<file path="src/rtl/icwu_pkg.sv">
// ---------------------------------------------------------------------------
// icwu_pkg
// Widths, register map and constants of the congestion window update core.
// ---------------------------------------------------------------------------
package icwu_pkg;

   localparam int MAX_HOPS       = 8;
   localparam int UTIL_FRAC_BITS = 16;
   localparam int HOP_IDX_W      = (MAX_HOPS > 1) ? $clog2(MAX_HOPS) : 1;

   localparam int SEQ_W   = 48;
   localparam int RATE_W  = 39;
   localparam int QUEUE_W = 32;
   localparam int HOPS_W  = 4;
   localparam int UTIL_W  = 20;
   localparam int WIN_W   = 32;
   localparam int RTT_W   = 32;

   // stream payload widths
   localparam int REQ_DATA_W = 272;
   localparam int RSP_DATA_W = 56;

   // arithmetic unit widths
   localparam int ACC_W    = 108;
   localparam int DEN_W    = 87;
   localparam int MPLIER_W = 48;
   localparam int WPROD_W  = WIN_W + UTIL_W;
   localparam int QUO_W    = WPROD_W + 1;
   localparam int CNT_W    = 6;

   localparam logic [UTIL_W-1:0] UTIL_MAX = '1;
   localparam logic [WIN_W-1:0]  WIN_MAX  = '1;
   localparam logic [7:0]        STAGE_MAX = 8'hFF;
   localparam logic [HOPS_W-1:0] HOP_POS_MAX = '1;

   // 10^12 picoseconds per second, pre-scaled by 8 bits/byte and the Q format
   localparam logic [ACC_W-1:0] PS_PER_S_SCALED =
      ACC_W'(64'd1000000000000) << (3 + UTIL_FRAC_BITS);

   // configuration register map
   localparam int CSR_ADDR_W = 5;
   localparam logic [2:0] CSR_BASE_RTT    = 3'd0;
   localparam logic [2:0] CSR_TARGET_UTIL = 3'd1;
   localparam logic [2:0] CSR_MAX_STAGES  = 3'd2;
   localparam logic [2:0] CSR_INCREASE    = 3'd3;
   localparam logic [2:0] CSR_INIT_WINDOW = 3'd4;

   localparam logic [31:0] RST_BASE_RTT    = 32'd12000000;
   localparam logic [15:0] RST_TARGET_UTIL = 16'd62259;
   localparam logic [7:0]  RST_MAX_STAGES  = 8'd5;
   localparam logic [15:0] RST_INCREASE    = 16'd1500;
   localparam logic [31:0] RST_INIT_WINDOW = 32'd15000;

   // target utilization in the Q4.F utilization format
   function automatic logic [UTIL_W-1:0] eta_of(input logic [15:0] target);
      logic [16+UTIL_FRAC_BITS-1:0] wide;
      wide = {target, {UTIL_FRAC_BITS{1'b0}}} >> 16;
      return UTIL_W'(wide);
   endfunction

endpackage

</file>
<file path="src/rtl/int_congestion_window_update_core.sv">
// ---------------------------------------------------------------------------
// int_congestion_window_update_core
// Sender-side congestion window computation from in-band hop telemetry.
// ---------------------------------------------------------------------------
// Usage:
//  - req channel: one transfer per telemetry hop record of an ack, tlast on
//    the final record; tuser = 1 marks a NACK, which resets both windows to
//    the increase value and answers at once.
//  - rsp channel: one transfer per ack (on its last record) and per NACK,
//    carrying the new window, smoothed utilization and two flags.
//  - csr port: APB-style register writes and reads, pready tied high.
//  - Arithmetic: a bit-serial shift-add multiplier and a restoring
//    divider, one bit per cycle, do all the arithmetic. A compared hop uses
//    four products and two 21-step divisions; the last record adds smoothing
//    (two products, a division) and, on the multiplicative path, the window
//    product and division. A NACK or an uncompared middle record uses neither.
//  - req_tready is high only when idle; one item is worked on at a time.
//  - A result waits in the output register while rsp_tready is low; no new
//    item is taken until that transfer completes.
//  - Reset (synchronous) restores register defaults, clears the path and
//    sets the reference window to the initial window. Hop records are not cleared.
// ---------------------------------------------------------------------------
module int_congestion_window_update_core (
   input  logic                                clock,
   input  logic                                reset,
   // req: ack_number, send_next, hop_count, tx_bytes, hop_time, queue_len,
   //      link_rate (from bit 0 up), zero padded
   input  logic [icwu_pkg::REQ_DATA_W-1:0]     req_tdata,
   input  logic                                req_tuser,  // cmd
   input  logic                                req_tlast,  // last_hop
   input  logic                                req_tvalid,
   output logic                                req_tready,
   // rsp: window_bytes, utilization (from bit 0 up), zero padded
   output logic [icwu_pkg::RSP_DATA_W-1:0]     rsp_tdata,
   output logic [1:0]                          rsp_tuser,  // path_reset, ref_updated
   output logic                                rsp_tvalid,
   input  logic                                rsp_tready,
   // csr
   input  logic                                csr_psel,
   input  logic                                csr_penable,
   input  logic                                csr_pwrite,
   input  logic [icwu_pkg::CSR_ADDR_W-1:0]     csr_paddr,
   input  logic [31:0]                         csr_pwdata,
   output logic [31:0]                         csr_prdata,
   output logic                                csr_pready
);

   typedef enum logic [2:0] {ST_IDLE, ST_SETUP, ST_MUL, ST_DIV, ST_OUT} state_type;
   typedef enum logic [4:0] {
      PH_NACK, PH_CHECK, PH_D1, PH_N1, PH_DV1, PH_D2, PH_N2, PH_DV2,
      PH_HOPEND, PH_REC, PH_FIN, PH_SM2, PH_SMDIV, PH_SMEND, PH_WIN, PH_WDIV,
      PH_WEND
   } phase_type;

   localparam int AW = icwu_pkg::ACC_W;
   localparam int UW = icwu_pkg::UTIL_W;
   localparam int WW = icwu_pkg::WIN_W;
   localparam int SW = icwu_pkg::SEQ_W;

   state_type state_ff, state_in;
   phase_type phase_ff, phase_in;

   // configuration
   logic [31:0] base_rtt_ff, base_rtt_in;
   logic [15:0] target_ff, target_in;
   logic [7:0]  max_stages_ff, max_stages_in;
   logic [15:0] increase_ff, increase_in;
   logic [31:0] init_win_ff, init_win_in;

   // captured item
   logic                           cmd_ff, cmd_in, last_ff, last_in;
   logic [SW-1:0]                  ack_ff, ack_in, snd_ff, snd_in;
   logic [SW-1:0]                  tx_ff, tx_in, time_ff, time_in;
   logic [icwu_pkg::HOPS_W-1:0]    hops_ff, hops_in;
   logic [icwu_pkg::QUEUE_W-1:0]   queue_ff, queue_in;
   logic [icwu_pkg::RATE_W-1:0]    rate_ff, rate_in;

   // per-hop records
   logic [SW-1:0]                  prev_tx_ff   [icwu_pkg::MAX_HOPS];
   logic [SW-1:0]                  prev_time_ff [icwu_pkg::MAX_HOPS];
   logic [icwu_pkg::QUEUE_W-1:0]   prev_queue_ff[icwu_pkg::MAX_HOPS];
   logic                           rec_we;

   // path and window state
   logic [icwu_pkg::HOPS_W-1:0]    stored_hops_ff, stored_hops_in;
   logic [UW-1:0]                  smooth_ff, smooth_in;
   logic [WW-1:0]                  ref_win_ff, ref_win_in;
   logic [7:0]                     stage_ff, stage_in;
   logic [SW-1:0]                  last_seq_ff, last_seq_in;
   logic [UW-1:0]                  worst_ff, worst_in;
   logic [SW-1:0]                  worst_tau_ff, worst_tau_in;
   logic [icwu_pkg::HOPS_W-1:0]    hop_pos_ff, hop_pos_in;
   logic                           mismatch_ff, mismatch_in;

   // shared arithmetic unit
   logic [AW-1:0]                  acc_ff, acc_in, mcand_ff, mcand_in, dsh_ff, dsh_in;
   logic [icwu_pkg::MPLIER_W-1:0]  mplier_ff, mplier_in;
   logic [icwu_pkg::QUO_W-1:0]     quo_ff, quo_in;
   logic [icwu_pkg::CNT_W-1:0]     cnt_ff, cnt_in;
   logic [icwu_pkg::DEN_W-1:0]     den_ff, den_in;
   logic [UW-1:0]                  t1_ff, t1_in;
   logic [31:0]                    tau_ff, tau_in;
   logic                           upd_ff, upd_in;

   // result register
   logic                           rsp_valid_ff, rsp_valid_in;
   logic [WW-1:0]                  rsp_win_ff, rsp_win_in;
   logic [UW-1:0]                  rsp_util_ff, rsp_util_in;
   logic                           rsp_reset_ff, rsp_reset_in, rsp_upd_ff, rsp_upd_in;

   // combinational helpers
   logic [icwu_pkg::HOP_IDX_W-1:0] idx;
   logic                           in_range, mism, csr_wr, mul_path;
   logic [SW-1:0]                  dtx, dt;
   logic [icwu_pkg::QUEUE_W-1:0]   qmin;
   logic [UW-1:0]                  eta, quo_sat, util_hop;
   logic [UW:0]                    util_sum;
   logic [31:0]                    tau_sel;
   logic [WW:0]                    w_add_sum;
   logic [icwu_pkg::QUO_W:0]       w_mul_sum;
   logic [WW-1:0]                  w_add, w_mul, w_fin;

   assign csr_pready = 1'b1;
   assign csr_wr     = csr_psel & csr_penable & csr_pwrite;
   assign req_tready = (state_ff == ST_IDLE);
   assign rsp_tvalid = rsp_valid_ff;
   assign rsp_tdata  = {{(icwu_pkg::RSP_DATA_W - UW - WW){1'b0}}, rsp_util_ff, rsp_win_ff};
   assign rsp_tuser  = {rsp_upd_ff, rsp_reset_ff};

   // register read
   always_comb begin
      case (csr_paddr[4:2])
         icwu_pkg::CSR_BASE_RTT:    csr_prdata = base_rtt_ff;
         icwu_pkg::CSR_TARGET_UTIL: csr_prdata = {16'd0, target_ff};
         icwu_pkg::CSR_MAX_STAGES:  csr_prdata = {24'd0, max_stages_ff};
         icwu_pkg::CSR_INCREASE:    csr_prdata = {16'd0, increase_ff};
         icwu_pkg::CSR_INIT_WINDOW: csr_prdata = init_win_ff;
         default:                   csr_prdata = 32'd0;
      endcase
   end

   // hop record lookup and derived values
   assign idx      = hop_pos_ff[icwu_pkg::HOP_IDX_W-1:0];
   assign in_range = ({1'b0, hop_pos_ff} < 5'(icwu_pkg::MAX_HOPS)) && (hop_pos_ff < hops_ff);
   assign dtx      = tx_ff - prev_tx_ff[idx];
   assign dt       = time_ff - prev_time_ff[idx];
   assign qmin     = (queue_ff < prev_queue_ff[idx]) ? queue_ff : prev_queue_ff[idx];
   assign mism     = mismatch_ff | (hops_ff != stored_hops_ff);
   assign eta      = icwu_pkg::eta_of(target_ff);

   // quotient saturated to the utilization range
   assign quo_sat  = quo_ff[UW] ? icwu_pkg::UTIL_MAX : quo_ff[UW-1:0];
   assign util_sum = {1'b0, t1_ff} + {1'b0, quo_sat};
   assign util_hop = util_sum[UW] ? icwu_pkg::UTIL_MAX : util_sum[UW-1:0];

   // smoothing interval: tau = min(worst dt, T), or T when the worst utilization is zero
   assign tau_sel  = (worst_ff == '0) ? base_rtt_ff :
                     (worst_tau_ff > SW'(base_rtt_ff)) ? base_rtt_ff : worst_tau_ff[31:0];

   // window candidates
   assign mul_path  = (smooth_ff >= eta) || (stage_ff >= max_stages_ff);
   assign w_add_sum = {1'b0, ref_win_ff} + (WW+1)'(increase_ff);
   assign w_add     = w_add_sum[WW] ? icwu_pkg::WIN_MAX : w_add_sum[WW-1:0];
   assign w_mul_sum = {1'b0, quo_ff} + (icwu_pkg::QUO_W+1)'(increase_ff);
   assign w_mul     = (w_mul_sum > (icwu_pkg::QUO_W+1)'(icwu_pkg::WIN_MAX)) ?
                      icwu_pkg::WIN_MAX : w_mul_sum[WW-1:0];
   assign w_fin     = (phase_ff == PH_WEND) ? w_mul : w_add;

   assign rec_we = (state_ff == ST_SETUP) && (phase_ff == PH_REC) && in_range;

   // sequencer and datapath next state
   always_comb begin
      state_in       = state_ff;
      phase_in       = phase_ff;
      base_rtt_in    = base_rtt_ff;
      target_in      = target_ff;
      max_stages_in  = max_stages_ff;
      increase_in    = increase_ff;
      init_win_in    = init_win_ff;
      cmd_in         = cmd_ff;
      last_in        = last_ff;
      ack_in         = ack_ff;
      snd_in         = snd_ff;
      tx_in          = tx_ff;
      time_in        = time_ff;
      hops_in        = hops_ff;
      queue_in       = queue_ff;
      rate_in        = rate_ff;
      stored_hops_in = stored_hops_ff;
      smooth_in      = smooth_ff;
      ref_win_in     = ref_win_ff;
      stage_in       = stage_ff;
      last_seq_in    = last_seq_ff;
      worst_in       = worst_ff;
      worst_tau_in   = worst_tau_ff;
      hop_pos_in     = hop_pos_ff;
      mismatch_in    = mismatch_ff;
      acc_in         = acc_ff;
      mcand_in       = mcand_ff;
      mplier_in      = mplier_ff;
      dsh_in         = dsh_ff;
      quo_in         = quo_ff;
      cnt_in         = cnt_ff;
      den_in         = den_ff;
      t1_in          = t1_ff;
      tau_in         = tau_ff;
      upd_in         = upd_ff;
      rsp_valid_in   = rsp_valid_ff;
      rsp_win_in     = rsp_win_ff;
      rsp_util_in    = rsp_util_ff;
      rsp_reset_in   = rsp_reset_ff;
      rsp_upd_in     = rsp_upd_ff;

      // register writes (only while idle, by the user; the block does not enforce it)
      if (csr_wr) begin
         case (csr_paddr[4:2])
            icwu_pkg::CSR_BASE_RTT:    base_rtt_in   = csr_pwdata;
            icwu_pkg::CSR_TARGET_UTIL: target_in     = csr_pwdata[15:0];
            icwu_pkg::CSR_MAX_STAGES:  max_stages_in = csr_pwdata[7:0];
            icwu_pkg::CSR_INCREASE:    increase_in   = csr_pwdata[15:0];
            icwu_pkg::CSR_INIT_WINDOW: init_win_in   = csr_pwdata;
            default: ;
         endcase
      end

      case (state_ff)
         ST_IDLE: begin
            if (req_tvalid) begin
               cmd_in   = req_tuser;
               last_in  = req_tlast;
               ack_in   = req_tdata[47:0];
               snd_in   = req_tdata[95:48];
               hops_in  = req_tdata[99:96];
               tx_in    = req_tdata[147:100];
               time_in  = req_tdata[195:148];
               queue_in = req_tdata[227:196];
               rate_in  = req_tdata[266:228];
               phase_in = req_tuser ? PH_NACK : PH_CHECK;
               state_in = ST_SETUP;
            end
         end

         // shift-add multiply, one multiplier bit a cycle
         ST_MUL: begin
            if (mplier_ff == '0) begin
               state_in = ST_SETUP;
            end else begin
               if (mplier_ff[0]) acc_in = acc_ff + mcand_ff;
               mcand_in  = mcand_ff << 1;
               mplier_in = mplier_ff >> 1;
            end
         end

         // restoring divide, one quotient bit a cycle (remainder in acc)
         ST_DIV: begin
            if (acc_ff >= dsh_ff) begin
               acc_in = acc_ff - dsh_ff;
               quo_in = {quo_ff[icwu_pkg::QUO_W-2:0], 1'b1};
            end else begin
               quo_in = {quo_ff[icwu_pkg::QUO_W-2:0], 1'b0};
            end
            dsh_in = dsh_ff >> 1;
            if (cnt_ff == '0) state_in = ST_SETUP;
            else cnt_in = cnt_ff - 1'b1;
         end

         ST_OUT: begin
            if (rsp_tready) begin
               rsp_valid_in = 1'b0;
               state_in     = ST_IDLE;
            end
         end

         ST_SETUP: begin
            case (phase_ff)
               PH_NACK: begin
                  ref_win_in   = WW'(increase_ff);
                  rsp_win_in   = WW'(increase_ff);
                  rsp_util_in  = smooth_ff;
                  rsp_reset_in = 1'b0;
                  rsp_upd_in   = 1'b0;
                  rsp_valid_in = 1'b1;
                  hop_pos_in   = '0;
                  worst_in     = '0;
                  worst_tau_in = SW'(base_rtt_ff);
                  mismatch_in  = 1'b0;
                  state_in     = ST_OUT;
               end
               PH_CHECK: begin
                  mismatch_in = mism;
                  phase_in    = (in_range && !mism) ? PH_D1 : PH_REC;
               end
               // queue term divisor: link_rate * T
               PH_D1: begin
                  acc_in    = '0;
                  mcand_in  = AW'(rate_ff);
                  mplier_in = icwu_pkg::MPLIER_W'(base_rtt_ff);
                  state_in  = ST_MUL;
                  phase_in  = PH_N1;
               end
               PH_N1: begin
                  den_in    = acc_ff[icwu_pkg::DEN_W-1:0];
                  acc_in    = '0;
                  mcand_in  = icwu_pkg::PS_PER_S_SCALED;
                  mplier_in = icwu_pkg::MPLIER_W'(qmin);
                  state_in  = ST_MUL;
                  phase_in  = PH_DV1;
               end
               PH_DV1: begin
                  dsh_in   = AW'(den_ff) << UW;
                  quo_in   = '0;
                  cnt_in   = icwu_pkg::CNT_W'(UW);
                  state_in = ST_DIV;
                  phase_in = PH_D2;
               end
               // rate term divisor: dt * link_rate
               PH_D2: begin
                  t1_in     = quo_sat;
                  acc_in    = '0;
                  mcand_in  = AW'(dt);
                  mplier_in = icwu_pkg::MPLIER_W'(rate_ff);
                  state_in  = ST_MUL;
                  phase_in  = PH_N2;
               end
               PH_N2: begin
                  den_in    = acc_ff[icwu_pkg::DEN_W-1:0];
                  acc_in    = '0;
                  mcand_in  = icwu_pkg::PS_PER_S_SCALED;
                  mplier_in = dtx;
                  state_in  = ST_MUL;
                  phase_in  = PH_DV2;
               end
               PH_DV2: begin
                  dsh_in   = AW'(den_ff) << UW;
                  quo_in   = '0;
                  cnt_in   = icwu_pkg::CNT_W'(UW);
                  state_in = ST_DIV;
                  phase_in = PH_HOPEND;
               end
               PH_HOPEND: begin
                  if (util_hop > worst_ff) begin
                     worst_in     = util_hop;
                     worst_tau_in = dt;
                  end
                  phase_in = PH_REC;
               end
               // records are written here; move on or close the ack
               PH_REC: begin
                  if (!last_ff) begin
                     if (hop_pos_ff != icwu_pkg::HOP_POS_MAX) hop_pos_in = hop_pos_ff + 1'b1;
                     state_in = ST_IDLE;
                  end else begin
                     phase_in = PH_FIN;
                  end
               end
               PH_FIN: begin
                  upd_in = ack_ff > last_seq_ff;
                  if (mismatch_ff) begin
                     stored_hops_in = hops_ff;
                     phase_in       = PH_WIN;
                  end else if (base_rtt_ff != '0) begin
                     tau_in    = tau_sel;
                     acc_in    = '0;
                     mcand_in  = AW'(base_rtt_ff - tau_sel);
                     mplier_in = icwu_pkg::MPLIER_W'(smooth_ff);
                     state_in  = ST_MUL;
                     phase_in  = PH_SM2;
                  end else begin
                     phase_in = PH_WIN;
                  end
               end
               // accumulate tau * worst onto (T - tau) * U
               PH_SM2: begin
                  mcand_in  = AW'(tau_ff);
                  mplier_in = icwu_pkg::MPLIER_W'(worst_ff);
                  state_in  = ST_MUL;
                  phase_in  = PH_SMDIV;
               end
               PH_SMDIV: begin
                  dsh_in   = AW'(base_rtt_ff) << UW;
                  quo_in   = '0;
                  cnt_in   = icwu_pkg::CNT_W'(UW);
                  state_in = ST_DIV;
                  phase_in = PH_SMEND;
               end
               PH_SMEND: begin
                  smooth_in = quo_ff[UW-1:0];
                  phase_in  = PH_WIN;
               end
               PH_WIN, PH_WEND: begin
                  if (phase_ff == PH_WIN && mul_path) begin
                     // multiplicative: ref * eta, then divide by U
                     acc_in    = '0;
                     mcand_in  = AW'(ref_win_ff);
                     mplier_in = icwu_pkg::MPLIER_W'(eta);
                     state_in  = ST_MUL;
                     phase_in  = PH_WDIV;
                  end else begin
                     if (upd_ff) begin
                        ref_win_in  = w_fin;
                        last_seq_in = snd_ff;
                        if (phase_ff == PH_WEND) stage_in = '0;
                        else if (stage_ff != icwu_pkg::STAGE_MAX) stage_in = stage_ff + 1'b1;
                     end
                     rsp_win_in   = w_fin;
                     rsp_util_in  = smooth_ff;
                     rsp_reset_in = mismatch_ff;
                     rsp_upd_in   = upd_ff;
                     rsp_valid_in = 1'b1;
                     hop_pos_in   = '0;
                     worst_in     = '0;
                     worst_tau_in = SW'(base_rtt_ff);
                     mismatch_in  = 1'b0;
                     state_in     = ST_OUT;
                  end
               end
               PH_WDIV: begin
                  dsh_in   = AW'(smooth_ff) << icwu_pkg::WPROD_W;
                  quo_in   = '0;
                  cnt_in   = icwu_pkg::CNT_W'(icwu_pkg::WPROD_W);
                  state_in = ST_DIV;
                  phase_in = PH_WEND;
               end
               default: state_in = ST_IDLE;
            endcase
         end

         default: state_in = ST_IDLE;
      endcase
   end

   // state and control registers
   always_ff @(posedge clock) begin
      if (reset) begin
         state_ff       <= ST_IDLE;
         phase_ff       <= PH_CHECK;
         base_rtt_ff    <= icwu_pkg::RST_BASE_RTT;
         target_ff      <= icwu_pkg::RST_TARGET_UTIL;
         max_stages_ff  <= icwu_pkg::RST_MAX_STAGES;
         increase_ff    <= icwu_pkg::RST_INCREASE;
         init_win_ff    <= icwu_pkg::RST_INIT_WINDOW;
         stored_hops_ff <= '0;
         smooth_ff      <= icwu_pkg::eta_of(icwu_pkg::RST_TARGET_UTIL);
         ref_win_ff     <= icwu_pkg::RST_INIT_WINDOW;
         stage_ff       <= '0;
         last_seq_ff    <= '0;
         worst_ff       <= '0;
         worst_tau_ff   <= SW'(icwu_pkg::RST_BASE_RTT);
         hop_pos_ff     <= '0;
         mismatch_ff    <= 1'b0;
         rsp_valid_ff   <= 1'b0;
      end else begin
         state_ff       <= state_in;
         phase_ff       <= phase_in;
         base_rtt_ff    <= base_rtt_in;
         target_ff      <= target_in;
         max_stages_ff  <= max_stages_in;
         increase_ff    <= increase_in;
         init_win_ff    <= init_win_in;
         stored_hops_ff <= stored_hops_in;
         smooth_ff      <= smooth_in;
         ref_win_ff     <= ref_win_in;
         stage_ff       <= stage_in;
         last_seq_ff    <= last_seq_in;
         worst_ff       <= worst_in;
         worst_tau_ff   <= worst_tau_in;
         hop_pos_ff     <= hop_pos_in;
         mismatch_ff    <= mismatch_in;
         rsp_valid_ff   <= rsp_valid_in;
      end
   end

   // payload registers
   always_ff @(posedge clock) begin
      cmd_ff       <= cmd_in;
      last_ff      <= last_in;
      ack_ff       <= ack_in;
      snd_ff       <= snd_in;
      tx_ff        <= tx_in;
      time_ff      <= time_in;
      hops_ff      <= hops_in;
      queue_ff     <= queue_in;
      rate_ff      <= rate_in;
      acc_ff       <= acc_in;
      mcand_ff     <= mcand_in;
      mplier_ff    <= mplier_in;
      dsh_ff       <= dsh_in;
      quo_ff       <= quo_in;
      cnt_ff       <= cnt_in;
      den_ff       <= den_in;
      t1_ff        <= t1_in;
      tau_ff       <= tau_in;
      upd_ff       <= upd_in;
      rsp_win_ff   <= rsp_win_in;
      rsp_util_ff  <= rsp_util_in;
      rsp_reset_ff <= rsp_reset_in;
      rsp_upd_ff   <= rsp_upd_in;
   end

   // hop records, overwritten once the hop is evaluated
   always_ff @(posedge clock) begin
      if (rec_we) begin
         prev_tx_ff[idx]    <= tx_ff;
         prev_time_ff[idx]  <= time_ff;
         prev_queue_ff[idx] <= queue_ff;
      end
   end

endmodule

</file>
<file path="config.mk">
export PLATFORM = sky130hd
export DESIGN_NAME = int_congestion_window_update_core
export DESIGN_NICKNAME = d
export VERILOG_FILES = /design/src/rtl/icwu_pkg.sv /design/src/rtl/int_congestion_window_update_core.sv
export SDC_FILE = /design/constraint.sdc
export NUM_CORES = 2
export LEC_CHECK = 0
export BUFFER_PORTS_ARGS = -buffer_cell sky130_fd_sc_hd__buf_4
export CORE_ASPECT_RATIO = 2
export CORE_MARGIN = 10
export CORE_UTILIZATION = 46
export CTS_CLUSTER_DIAMETER = 200
export CTS_CLUSTER_SIZE = 40
export DETAILED_ROUTE_END_ITERATION = 8
export PLACE_DENSITY = 0.71
export SLEW_MARGIN = 15
export SYNTH_ARGS = -nofsm -noshare
export SYNTH_HDL_FRONTEND = slang
export SYNTH_SLANG_ARGS = --single-unit
</file>
<file path="constraint.sdc">
create_clock -name clock -period 42.2 [get_ports clock]
set_input_delay 8.44 -clock clock [delete_from_list [all_inputs] [get_ports clock]]
set_output_delay 8.44 -clock clock [all_outputs]
set_load 0.02 [all_outputs]
</file>
==> run metrics <==
status completed; register area share after synthesis 0.569; number of port buffers approximately 400; I/O Pins between 400 and 500; DRT Pass-1 Iters 9; Critical R2R Capture mcand_ff[47]; Synth area leaders edfxtp_1 (51%), ha_1 (6.1%), dfxtp_1 (5.4%), mux4_2 (5.2%), nand2_1 (3.3%); grt met2 use 0.472; clk_lat worst skew 0.89 ns; RSZ-0062 raised after global routing false; Worst setup EP type output port; commonest non-fill, non-tap cell in the layout edfxtp_1; initial DRC count about 8.6k; Fmax achieved 52.8 MHz; met1 Track Usage GR 0.292; Max stage delay on crit path 0.91 ns; WP buf/inv 2; maximum VDD drop 0.0507 mV; Clk pin slew, worst setup/hold paths 0.13 ns; Die Area 264000 µm²; fraction of layout cells with a size suffix above 1 0.105; largest area contributor in the netlist edfxtp_1; GRT Util Overall 0.284; Syn Std Cell Area 112000 µm²; Critical Path Stages 5; starting density of the core 0.463; R2R Setup Slk 32.66 ns; most used cell along the critical path buf_4; final core occ 0.498; die width 368 µm; initial antenna violation count 44; Syn. warnings 0; most frequent cells in the layout edfxtp_1 (1916), nand2_1 (982), a21oi_1 (688); CTS Buf Count approximately 60; Worst Hold Path EP last_seq_ff[43]; setup bufs post-CTS 0; vias 80.7k; Worst R2R Start base_rtt_ff[21]; CTS tree built; Hold Vio Cnt, Final 0; worst endpoint data arrival time 10.51 ns; CP Class input pin to output port; crit path cell chain buf_4 -> nor2b_1 -> a21oi_1 -> o21ai_0 -> buf_4; Mapped Avg Cell Area 12.0 µm²; PostCTS Resize Cnt 0; Hold Crit Start last_seq_ff[43]; die height between 700 and 800 µm; routed vias/inst 6.33; Setup violations, final 0; vias in the first global route 79.9k; met3 usage 0.0654; antenna violation net count after detailed routing 0; CTS Sinks 2217; aggregate routed wire length 386000 µm; area taken by multi-input logic gates between 40000 and 50000 µm²; DRC Markers 0; H-Tree Depth 2; final setup TNS 0 ns; first-pass GRT wire length 550000 µm; Gate Count Post-Synth 9322; worst-margin pin slew 1.38 ns; Final Max Tran Viols 0; core box area 242000 µm²; Area Growth Syn to Fin 7.69%; LEAKAGE 0.0425 µW; Post-synth EDFFs about 1.9k; Worst Hold Class flip-flop to flip-flop; CP top delay family simple AND/OR/NAND/NOR gates; min Tclk post-route between 15 and 20 ns; PwrDens 50.4 nW/µm²; Slowest-stage cell, CP nor2b_1; CTS Root Buffer Type clkbuf_16; hold buffers post-CTS 0; Clock Skew 0.0790 ns; Main synth FF type edfxtp_1; Required @ worst endpoint 33.76 ns; FF-to-FF path depth 23; sequential cell area 63600 µm²; Startpoint Class input pin; Yosys cell types 81; largest net degree at the start of global routing 118; fillers 21.2k; FFs w/ async S/R, synth 0; row count 255; Final period util 0.449; routability cong. 1.10; register bit total from synthesis roughly 2.2k; Max Buffers Root-to-Sink 3; Hold Path Stages 2; GR peak layer met2; Congestion Overflow GR 0; Final Net Count 10.3k; Critical Path Fanout Max 39; Max transition margin 0.0767; WL/cell 30.3 µm; max_cap viols 0; share of the synthesized area in the top cell type 0.515; HPWL Detailed 281000 µm
## per-stage QoR
stage | hold WS (ns) | setup WS (ns) | area (µm²) | total power [µW] | cells
6_report | 0.465 | 23.25 | 120000 | 6070 | 12700
5_1_grt | 0.481 | 23.13 | 120000 | 6300 | 12700
3_5_place_dp | 0.446 | 23.32 | 118000 | 5090 | 12600
3_3_place_gp | 0.442 | 23.36 | 118000 | 5050 | 12600
2_1_floorplan | 0.426 | 21.24 | 112000 | 4380 | 9325
4_1_cts | 0.465 | 23.32 | 120000 | 6000 | 12700
## cell usage after synthesis (83+ instances only)
master / n
nand2b_1: 111
nand2_1: 986
nor2_1: 540
dfxtp_1: 301
nand4_1: 136
a21o_1: 266
mux2i_1: 199
xnor2_1: 235
nor3_1: 121
nand3_1: 117
a21oi_1: 689
inv_1: 437
a222oi_1: 89
clkbuf_1: 403
mux4_2: 256
xor2_1: 158
edfxtp_1: 1916
ha_1: 546
nor2b_1: 83
o21ai_0: 470
o22ai_1: 120
## tightest hold or removal path, cell delays in order (launching register included)
cell     delay [ns]
dfxtp_1        0.33
nand2_1        0.05
a21oi_1        0.05
## state kept, by name, summed over array words and instances, names as in the netlist, 39 cells and up, named ones only
name	flops
prev_queue_ff	256
quo_ff	53
tx_ff	48
acc_ff	108
worst_tau_ff	48
mplier_ff	48
den_ff	87
prev_tx_ff	384
dsh_ff	107
last_seq_ff	48
time_ff	48
rate_ff	39
snd_ff	48
prev_time_ff	384
mcand_ff	108
ack_ff	48
## worst max path at each step
stage / startpoint / endpoint
final: csr_paddr[4] / csr_prdata[10]
after global routing: csr_paddr[4] / csr_prdata[11]
after CTS: csr_paddr[4] / csr_prdata[10]
after detailed placement: csr_paddr[4] / csr_prdata[10]
after global placement: csr_paddr[4] / csr_prdata[10]
after floorplan: acc_ff[39] / acc_ff[0]
## cell families (layout without fill, tap and decap cells)
| family | count (synthesis) | after routing | share of synthesized area |
|---|---|---|---|
| other | 2 | 24 | 0.0000672 |
| AND/OR/NAND/NOR | 2446 | 2446 | 0.102 |
| adder cells (fa/ha/maj) | 558 | 558 | 0.0629 |
| AO/OA/AOI/OAI | 2333 | 2333 | 0.135 |
| XOR/XNOR | 393 | 393 | 0.0308 |
| buffers and inverters | 913 | 1101 | 0.0311 |
| flip-flops | 2217 | 2217 | 0.569 |
| multiplexers | 460 | 460 | 0.0699 |
## power by group
group          internal [µW]  switching (µW)
Combinational            813            1440
Clock                    286             648
Sequential              2680             206
## layout make-up
type,instances,share of cell area
tap,3212,0.0334
antenna,19,0.000395
clock buffer,113,0.0145
clock inverter,2,0.000385
sequential,2217,0.528
inverter,437,0.0136
timing repair buffer,549,0.0351
multi-input combinational,6195,0.374
## routing by layer
| layer | share of wire | up-vias | wire length, µm |
|---|---|---|---|
| li1 | - | 35400 | - |
| met1 | 0.32 | 39900 | 124000 |
| met2 | 0.48 | 4122 | 186000 |
| met3 | 0.080 | 1318 | 30900 |
| met4 | 0.12 | 24 | 44800 |
| met5 | 0.00039 | - | 150 |
Note: power is estimated with default switching activity, not from simulation.
